<file path="config.mk">
export PLATFORM = sky130hd
export DESIGN_NAME = bounded_history_stack
export DESIGN_NICKNAME = d
export VERILOG_FILES = /design/src/rtl/core/bhs_pkg.sv /design/src/rtl/core/bhs_ram.sv /design/src/rtl/core/bounded_history_stack.sv
export SDC_FILE = /design/constraint.sdc
export NUM_CORES = 1
export LEC_CHECK = 0
export BUFFER_PORTS_ARGS = -buffer_cell sky130_fd_sc_hd__buf_2
export CAP_MARGIN = 20
export CORE_UTILIZATION = 25
export CTS_BUF_LIST = sky130_fd_sc_hd__clkbuf_8
export CTS_CLUSTER_DIAMETER = 60
export DETAILED_ROUTE_END_ITERATION = 6
export PLACE_DENSITY = 0.44
export SYNTH_ARGS = -nofsm -noshare
export SYNTH_HDL_FRONTEND = slang
export SYNTH_SLANG_ARGS = --single-unit
</file>
<file path="constraint.sdc">
create_clock -name aclk -period 4.7 [get_ports aclk]
set_input_delay 0.235 -clock aclk [delete_from_list [all_inputs] [get_ports aclk]]
set_output_delay 0.235 -clock aclk [all_outputs]
set_load 0.02 [all_outputs]
</file>
<file path="src/rtl/core/bhs_pkg.sv">
`timescale 1ns / 1ps
// ----------------------------------------------------------------------------
// bhs_pkg
// Shared codes and types for the bounded history stack.
// ----------------------------------------------------------------------------
package bhs_pkg;

    // Command codes carried by an input item.
    localparam logic [1:0] CMD_PUSH   = 2'd0;
    localparam logic [1:0] CMD_REMOVE = 2'd1;
    localparam logic [1:0] CMD_CLEAR  = 2'd2;

    // Status codes reported with every result item.
    localparam logic [1:0] STATUS_OK    = 2'd0;
    localparam logic [1:0] STATUS_EMPTY = 2'd1;
    localparam logic [1:0] STATUS_RANGE = 2'd2;

    // Widths of the limit register (and of the reported count) and of the position field.
    localparam int unsigned LIMIT_BITS = 6;
    localparam int unsigned POS_BITS   = 5;

    // Reset value of the history limit.
    localparam logic [LIMIT_BITS-1:0] RESET_LIMIT = 6'd30;

    // Controller states.
    typedef enum logic {
        STATE_IDLE,
        STATE_MOVE
    } state_t;

endpackage

</file>
<file path="src/rtl/core/bhs_ram.sv">
`timescale 1ns / 1ps
// ----------------------------------------------------------------------------
// bhs_ram
// Generic simple dual-port RAM: one write port, one read port with a
// registered read.
// ----------------------------------------------------------------------------
module bhs_ram #(
    parameter int WIDTH = 32,
    parameter int DEPTH = 32
) (
    input  logic                     aclk,
    input  logic                     we,
    input  logic [$clog2(DEPTH)-1:0] waddr,
    input  logic [WIDTH-1:0]         wdata,
    input  logic [$clog2(DEPTH)-1:0] raddr,
    output logic [WIDTH-1:0]         rdata
);

    logic [WIDTH-1:0] mem [DEPTH];

    // Write port and registered read port.
    always_ff @(posedge aclk) begin
        if (we) begin
            mem[waddr] <= wdata;
        end
        rdata <= mem[raddr];
    end

endmodule

</file>
<file path="src/rtl/core/bounded_history_stack.sv">
`timescale 1ns / 1ps
// ----------------------------------------------------------------------------
// bounded_history_stack
// Bounded LIFO of entry tags held in a circular RAM. A push moves the head
// pointer back and writes one word; a removal moves the entries below the
// removed one up by one place, one RAM word per cycle.
// ----------------------------------------------------------------------------
// Results: push, clear and unused commands, and removals that fail or take the
//   oldest entry, load their result item in the cycle after acceptance; any
//   other removal reports once its move loop through the RAM ports is done.
// Throughput: one item at a time; the next item is taken once the current
//   result is loaded and the output register is free (or being drained).
// Reset: synchronous, active low; empties the stack and loads a limit of 30.
//   RAM contents are not cleared; only written entries are ever read.
module bounded_history_stack #(
    parameter int DEPTH    = 32,
    parameter int TAG_BITS = 32
) (
    input  logic                aclk,
    input  logic                aresetn,

    // Configuration write channel.
    input  logic                cfg_valid,
    output logic                cfg_ready,
    input  logic [5:0]          cfg_data,

    // Input item channel.
    input  logic                s_valid,
    output logic                s_ready,
    input  logic [1:0]          s_command,
    input  logic [TAG_BITS-1:0] s_entry_tag,
    input  logic [4:0]          s_position,

    // Result item channel.
    output logic                m_valid,
    input  logic                m_ready,
    output logic [TAG_BITS-1:0] m_top_tag,
    output logic [5:0]          m_entry_count,
    output logic                m_evicted_oldest,
    output logic [1:0]          m_status
);

    localparam int AW    = $clog2(DEPTH);
    localparam int CW0   = $clog2(DEPTH + 1);
    localparam int CW    = (CW0 > bhs_pkg::LIMIT_BITS) ? CW0 : bhs_pkg::LIMIT_BITS;
    localparam int LB    = bhs_pkg::LIMIT_BITS;

    // Physical RAM address of the entry at a logical distance from the top.
    function automatic logic [AW-1:0] phys(input logic [AW-1:0] base,
                                           input logic [CW-1:0] idx);
        logic [CW:0] sum;
        sum = (CW+1)'(base) + (CW+1)'(idx);
        if (sum >= (CW+1)'(DEPTH)) begin
            sum = sum - (CW+1)'(DEPTH);
        end
        return sum[AW-1:0];
    endfunction

    bhs_pkg::state_t      state_reg, state_next;
    logic [AW-1:0]        head_reg, head_next;
    logic [CW-1:0]        count_reg, count_next;
    logic [TAG_BITS-1:0]  top_reg, top_next;
    logic [LB-1:0]        limit_reg;
    logic [CW-1:0]        src_reg, src_next;
    logic                 pend_reg, pend_next;
    logic [AW-1:0]        wr_addr_reg, wr_addr_next;
    logic                 wr_top_reg, wr_top_next;

    logic                 m_valid_reg, m_valid_next;
    logic [TAG_BITS-1:0]  m_top_tag_reg, m_top_tag_next;
    logic [5:0]           m_count_reg, m_count_next;
    logic                 m_evicted_reg, m_evicted_next;
    logic [1:0]           m_status_reg, m_status_next;

    logic                 ram_we;
    logic [AW-1:0]        ram_waddr;
    logic [TAG_BITS-1:0]  ram_wdata;
    logic [AW-1:0]        ram_raddr;
    logic [TAG_BITS-1:0]  ram_rdata;

    logic                 out_free;
    logic                 in_fire;
    logic [CW-1:0]        limit_ext;
    logic [CW-1:0]        eff_limit;
    logic [CW-1:0]        pos_ext;
    logic [CW-1:0]        count_dec;

    bhs_ram #(
        .WIDTH (TAG_BITS),
        .DEPTH (DEPTH)
    ) u_store (
        .aclk  (aclk),
        .we    (ram_we),
        .waddr (ram_waddr),
        .wdata (ram_wdata),
        .raddr (ram_raddr),
        .rdata (ram_rdata)
    );

    // Handshakes.
    assign cfg_ready = 1'b1;
    assign out_free  = !m_valid_reg || m_ready;
    assign s_ready   = (state_reg == bhs_pkg::STATE_IDLE) && out_free;
    assign in_fire   = s_valid && s_ready;

    // Effective limit: zero acts as one, anything above the depth as the depth.
    assign limit_ext = CW'(limit_reg);
    always_comb begin
        if (limit_reg == '0) begin
            eff_limit = CW'(1);
        end else if (limit_ext > CW'(DEPTH)) begin
            eff_limit = CW'(DEPTH);
        end else begin
            eff_limit = limit_ext;
        end
    end

    assign pos_ext   = CW'(s_position);
    assign count_dec = count_reg - CW'(1);

    // Next state, RAM control and result loading.
    always_comb begin
        state_next     = state_reg;
        head_next      = head_reg;
        count_next     = count_reg;
        top_next       = top_reg;
        src_next       = src_reg;
        pend_next      = pend_reg;
        wr_addr_next   = wr_addr_reg;
        wr_top_next    = wr_top_reg;
        m_valid_next   = m_valid_reg && !m_ready;
        m_top_tag_next = m_top_tag_reg;
        m_count_next   = m_count_reg;
        m_evicted_next = m_evicted_reg;
        m_status_next  = m_status_reg;
        ram_we         = 1'b0;
        ram_waddr      = wr_addr_reg;
        ram_wdata      = ram_rdata;
        ram_raddr      = phys(head_reg, src_reg);

        case (state_reg)
            bhs_pkg::STATE_IDLE: begin
                if (in_fire) begin
                    m_evicted_next = 1'b0;
                    m_status_next  = bhs_pkg::STATUS_OK;
                    m_count_next   = count_reg[5:0];
                    m_top_tag_next = (count_reg != '0) ? top_reg : '0;
                    m_valid_next   = 1'b1;
                    case (s_command)
                        bhs_pkg::CMD_PUSH: begin
                            // New top one slot before the old head; a
                            // stack at its limit drops its oldest entry instead of growing.
                            head_next = (head_reg == '0) ? AW'(DEPTH - 1)
                                                         : head_reg - AW'(1);
                            ram_we    = 1'b1;
                            ram_waddr = head_next;
                            ram_wdata = s_entry_tag;
                            top_next  = s_entry_tag;
                            if (count_reg >= eff_limit) begin
                                m_evicted_next = 1'b1;
                            end else begin
                                count_next = count_reg + CW'(1);
                            end
                            m_count_next   = count_next[5:0];
                            m_top_tag_next = s_entry_tag;
                        end
                        bhs_pkg::CMD_REMOVE: begin
                            if (count_reg == '0) begin
                                m_status_next = bhs_pkg::STATUS_EMPTY;
                            end else if (pos_ext >= count_reg) begin
                                m_status_next = bhs_pkg::STATUS_RANGE;
                            end else if (pos_ext + CW'(1) < count_reg) begin
                                // Entries below the removed one must move up.
                                m_valid_next = m_valid_reg && !m_ready;
                                state_next   = bhs_pkg::STATE_MOVE;
                                src_next     = pos_ext + CW'(1);
                                pend_next    = 1'b0;
                            end else begin
                                // Removing the oldest entry needs no moves.
                                count_next     = count_dec;
                                m_count_next   = count_dec[5:0];
                                m_top_tag_next = (count_dec != '0) ? top_reg : '0;
                            end
                        end
                        bhs_pkg::CMD_CLEAR: begin
                            count_next     = '0;
                            m_count_next   = '0;
                            m_top_tag_next = '0;
                        end
                        default: begin
                        end
                    endcase
                end
            end

            bhs_pkg::STATE_MOVE: begin
                // Read the next source entry; its data is written one place up
                // in the following cycle.
                if (src_reg < count_reg) begin
                    src_next     = src_reg + CW'(1);
                    pend_next    = 1'b1;
                    wr_addr_next = phys(head_reg, src_reg - CW'(1));
                    wr_top_next  = (src_reg == CW'(1));
                end else begin
                    pend_next = 1'b0;
                end

                if (pend_reg) begin
                    ram_we = 1'b1;
                    if (wr_top_reg) begin
                        top_next = ram_rdata;
                    end
                end

                // All moves written: shrink the stack and report.
                if (!pend_reg && (src_reg >= count_reg) && out_free) begin
                    count_next     = count_dec;
                    m_valid_next   = 1'b1;
                    m_count_next   = count_dec[5:0];
                    m_top_tag_next = top_reg;
                    m_evicted_next = 1'b0;
                    m_status_next  = bhs_pkg::STATUS_OK;
                    state_next     = bhs_pkg::STATE_IDLE;
                end
            end

            default: begin
                state_next = bhs_pkg::STATE_IDLE;
            end
        endcase
    end

    // Control registers.
    always_ff @(posedge aclk) begin
        if (!aresetn) begin
            state_reg   <= bhs_pkg::STATE_IDLE;
            head_reg    <= '0;
            count_reg   <= '0;
            limit_reg   <= bhs_pkg::RESET_LIMIT;
            src_reg     <= '0;
            pend_reg    <= 1'b0;
            m_valid_reg <= 1'b0;
        end else begin
            state_reg   <= state_next;
            head_reg    <= head_next;
            count_reg   <= count_next;
            src_reg     <= src_next;
            pend_reg    <= pend_next;
            m_valid_reg <= m_valid_next;
            if (cfg_valid && cfg_ready) begin
                limit_reg <= cfg_data;
            end
        end
    end

    // Payload registers.
    always_ff @(posedge aclk) begin
        top_reg       <= top_next;
        wr_addr_reg   <= wr_addr_next;
        wr_top_reg    <= wr_top_next;
        m_top_tag_reg <= m_top_tag_next;
        m_count_reg   <= m_count_next;
        m_evicted_reg <= m_evicted_next;
        m_status_reg  <= m_status_next;
    end

    assign m_valid          = m_valid_reg;
    assign m_top_tag        = m_top_tag_reg;
    assign m_entry_count    = m_count_reg;
    assign m_evicted_oldest = m_evicted_reg;
    assign m_status         = m_status_reg;

endmodule
</file>
==> results.md <==
Run status:
- The run finished with clean final reports.

Worst setup path:
- The critical path arrival is approximately 4.5 ns.
- The maximum net fanout on the critical path is 80.
- The launching instance or port of the critical path is head_reg[0]$_SDFFE_PN0P_.
- At the worst endpoint, the required time is 5.47 ns.
- The worst setup path is captured at a flop.
- The category of the worst setup path launch point is a flop.
- The worst setup path category is reg -> reg.
- The launch instance of the worst register-to-register path is head_reg[0]$_SDFFE_PN0P_.

CTS:
- The number of buffers on the longest clock path is 3.
- The clock-pin slew of the registers on the worst-case setup and hold paths is 0.06 ns.
- Clock tree synthesis found a total of 1161 sinks.
- In this run, post-CTS repair resized a total of 0 instances.
- The clock latency reported for the late side of the worst-skew pair is between 0.9 and 1 ns.
- The CTS H-tree depth is 4.
- The TritonCTS clock tree is built.
- The root buffer cell chosen for the clock tree is clkbuf_8.
- The number of CTS-inserted buffers is 197.

Place:
- The post-placement cell area is 50500 um2.
- At the end of routability-driven placement, the weighted congestion stood at 0.817.
- The port buffer count is 92.
- The HPWL after detailed placement is 73700 um.

Global routing:
- The global-route usage over all layers is 0.135.
- The global route total overflow is 0.
- The initial antenna violation count is 3.
- Entering global routing, the biggest net connects 81 pins.
- The via count of the first global-routing pass came to 24657.
- The first global-routing pass estimated about 180000 um of wire.

Cells and area:
- In the layout the commonest cells are 1103 x edfxtp_1, 298 x mux4_2, 222 x clkbuf_8, 144 x nand2_1, 101 x inv_1.
- Of the cells placed in the final design, the portion with a size suffix greater than 1 is 0.327.
- The largest register by flop count is u_store.mem.
- The final instance area is approximately 55000 um2.
- The final layout contains 2635 nets.
- Relative to the synthesized area, the layout overhead comes to 20.1%.
- Leaving out fill and tap cells, the most frequent cell in the layout is edfxtp_1.
- The flip-flop count of the largest register after layout is approximately 1000.

Synthesis:
- The total of flip-flops plus latches after synthesis is between 1000 and 1500.
- The most used flip-flop cell after synthesis is edfxtp_1.
- The number of synthesized flops with an enable pin is about 1100.
- Yosys mapped the design onto 72 distinct sky130hd cell types.
- The post-synthesis sequential area ratio is 0.743.
- The Yosys step of the flow raised 0 warnings.
- After synthesis, the mean cell area works out to 21.1 um2.
- The synthesized area is approximately 46000 um2.
- The number of nets handed over by synthesis was roughly 2300.
- The proportion of register bits with asynchronous set or reset after synthesis is 0.
- The number of instances in the synthesized netlist is 2185.

Flow run:
- Max-cap violations in this run came to 0.

Timing:
- Final hold analysis gives a worst-case slack of between 0.15 and 0.2 ns.
- The relative slew slack is 0.232.
- Setup repair after global routing left no endpoint under its margin.
- Between clock sinks in the finished design, the worst skew comes to around 0.05 ns.
- Of the available clock period, the critical path in the final layout requires 0.787.
- The final setup violation count is 0.
- For the final routed database, the setup TNS stands at 0 ns.
- Counting I/O delays and the setup requirement, the final critical path takes 3.70 ns.
- The number of pins exceeding their max-slew limit in the final report is 0.
- The final count of hold timing violations is 0.
- The maximum operating frequency is 270 MHz.
- At the pin with the least slew margin, the transition time is 1.15 ns.

Detailed routing:
- The vias after detailed routing is around 23000.
- After detailed routing, the number of remaining DRC violations is 0.
- The first detailed-routing pass took 6 iterations.
- The count of nets left with antenna violations once routing finished came out at 0.
- After detailed routing, the average wire length per cell comes to 24.3 um.
- The via density per instance is 4.50.
- The number of DRC violations after detailed-routing iteration 0 is 1945.
- The total wire length is 125000 um.

Die:
- The die outline area is 186000 um2.
- Row generation in the floorplan step produced ~160 rows.
- In this run the standard cell core region covers 183000 um2.
- The floorplan step set the die height to roughly 430 um.
- For this configuration, the core starts out at a cell density of 0.252.
- The number of placed I/O pins is 94.
- From left edge to right edge, the die measures 432 um.

Hold path:
- In this run the most critical hold path is launched from s_entry_tag[16].
- The worst hold path belongs to the class in -> reg.

Power and ir drop:
- Total power for the finished layout comes to around 23 mW.
- The leakage power summed over all cells is 18.0 nW.
- The power per cell area is 407 nW/um2.
- IR analysis of the VDD net gives a maximum drop of roughly 0.19 mV.
worst max-delay path, stage by stage (launching register included):
cell     delay [ns]
dfxtp_1        0.39
ha_1           0.26
fa_4           0.99
buf_12         0.40
mux4_2         0.43
mux4_1         0.64
mux2_2         0.31
power by group:
part	switching [mW]	leakage, nW	internal, mW
clock	4.13	2.23	4.50
combinational	1.25	5.35	0.783
sequential	0.0877	10.5	11.8
layer usage:
metal | vias to the layer above | part of all wire | GRT usage
met5 | - | 0 | 0
met4 | 0 | 0.024 | 0.0409
met3 | 199 | 0.047 | 0.0267
met2 | 676 | 0.49 | 0.225
met1 | 12469 | 0.44 | 0.177
li1 | 9906 | - | -
worst paths after layout:
| path | slack, ns | to | depth (start not counted) |
|---|---|---|---|
| max reg2reg | 1.0 | u_store.rdata[24]$_DFF_P_ | 6 |
| max | 1.0 | u_store.rdata[24]$_DFF_P_ | 6 |
| min reg2reg | 0.51 | m_top_tag[18]$_DFFE_PP_ | 1 |
| min | 0.19 | m_top_tag[16]$_DFFE_PP_ | 3 |
kinds of logic (layout without fill, tap and decap cells):
logic type	count (synthesis)	count (layout)	synth area share
AND/OR/NAND/NOR	278	278	0.0263
XOR/XNOR	20	20	0.00412
buffers and inverters	132	653	0.0126
adder cells (fa/ha/maj)	42	42	0.0117
AO/OA/AOI/OAI	152	152	0.0249
other	1	2	0.0000813
multiplexers	399	399	0.177
flip-flops	1161	1161	0.743
Yosys cell counts (all sizes together), types with 22 or more instances:
cell    number  share of area
edfxtp    1103           0.72
mux4       320           0.16
nand2      146          0.012
clkbuf      72         0.0059
mux2        65          0.016
nor2        63         0.0051
dfxtp       58          0.025
ha          40          0.011
buf         38         0.0049
a22o        33         0.0063
a21oi       25         0.0027
nand3       22         0.0024
metrics by stage:
stage	std cells	util	setup slack (ns)
global placement	4722	0.276	1.04
CTS	5153	0.300	0.996
global route	5171	0.303	0.664
detailed placement	4725	0.276	1.01
finish	5171	0.303	1.00
floorplan	2185	-	0.963
repair_timing:
action / 4_1_cts / 5_1_grt
hold buffers: 66 / 0
endpoints found under the hold margin: 280 / 0
buffers inserted: 0 / 0
final cells by class:
cell class	instances	area, um2
Fill cell	17795	128000
Sequential cell	1161	34300
Multi-Input combinational cell	892	11600
Tap cell	2464	3080
Clock buffer	222	3060
Timing Repair Buffer	269	2620
Clock inverter	140	732
Inverter	22	82.6
Antenna cell	1	2.50
No activity file was read; power rests on OpenSTA's default activity.
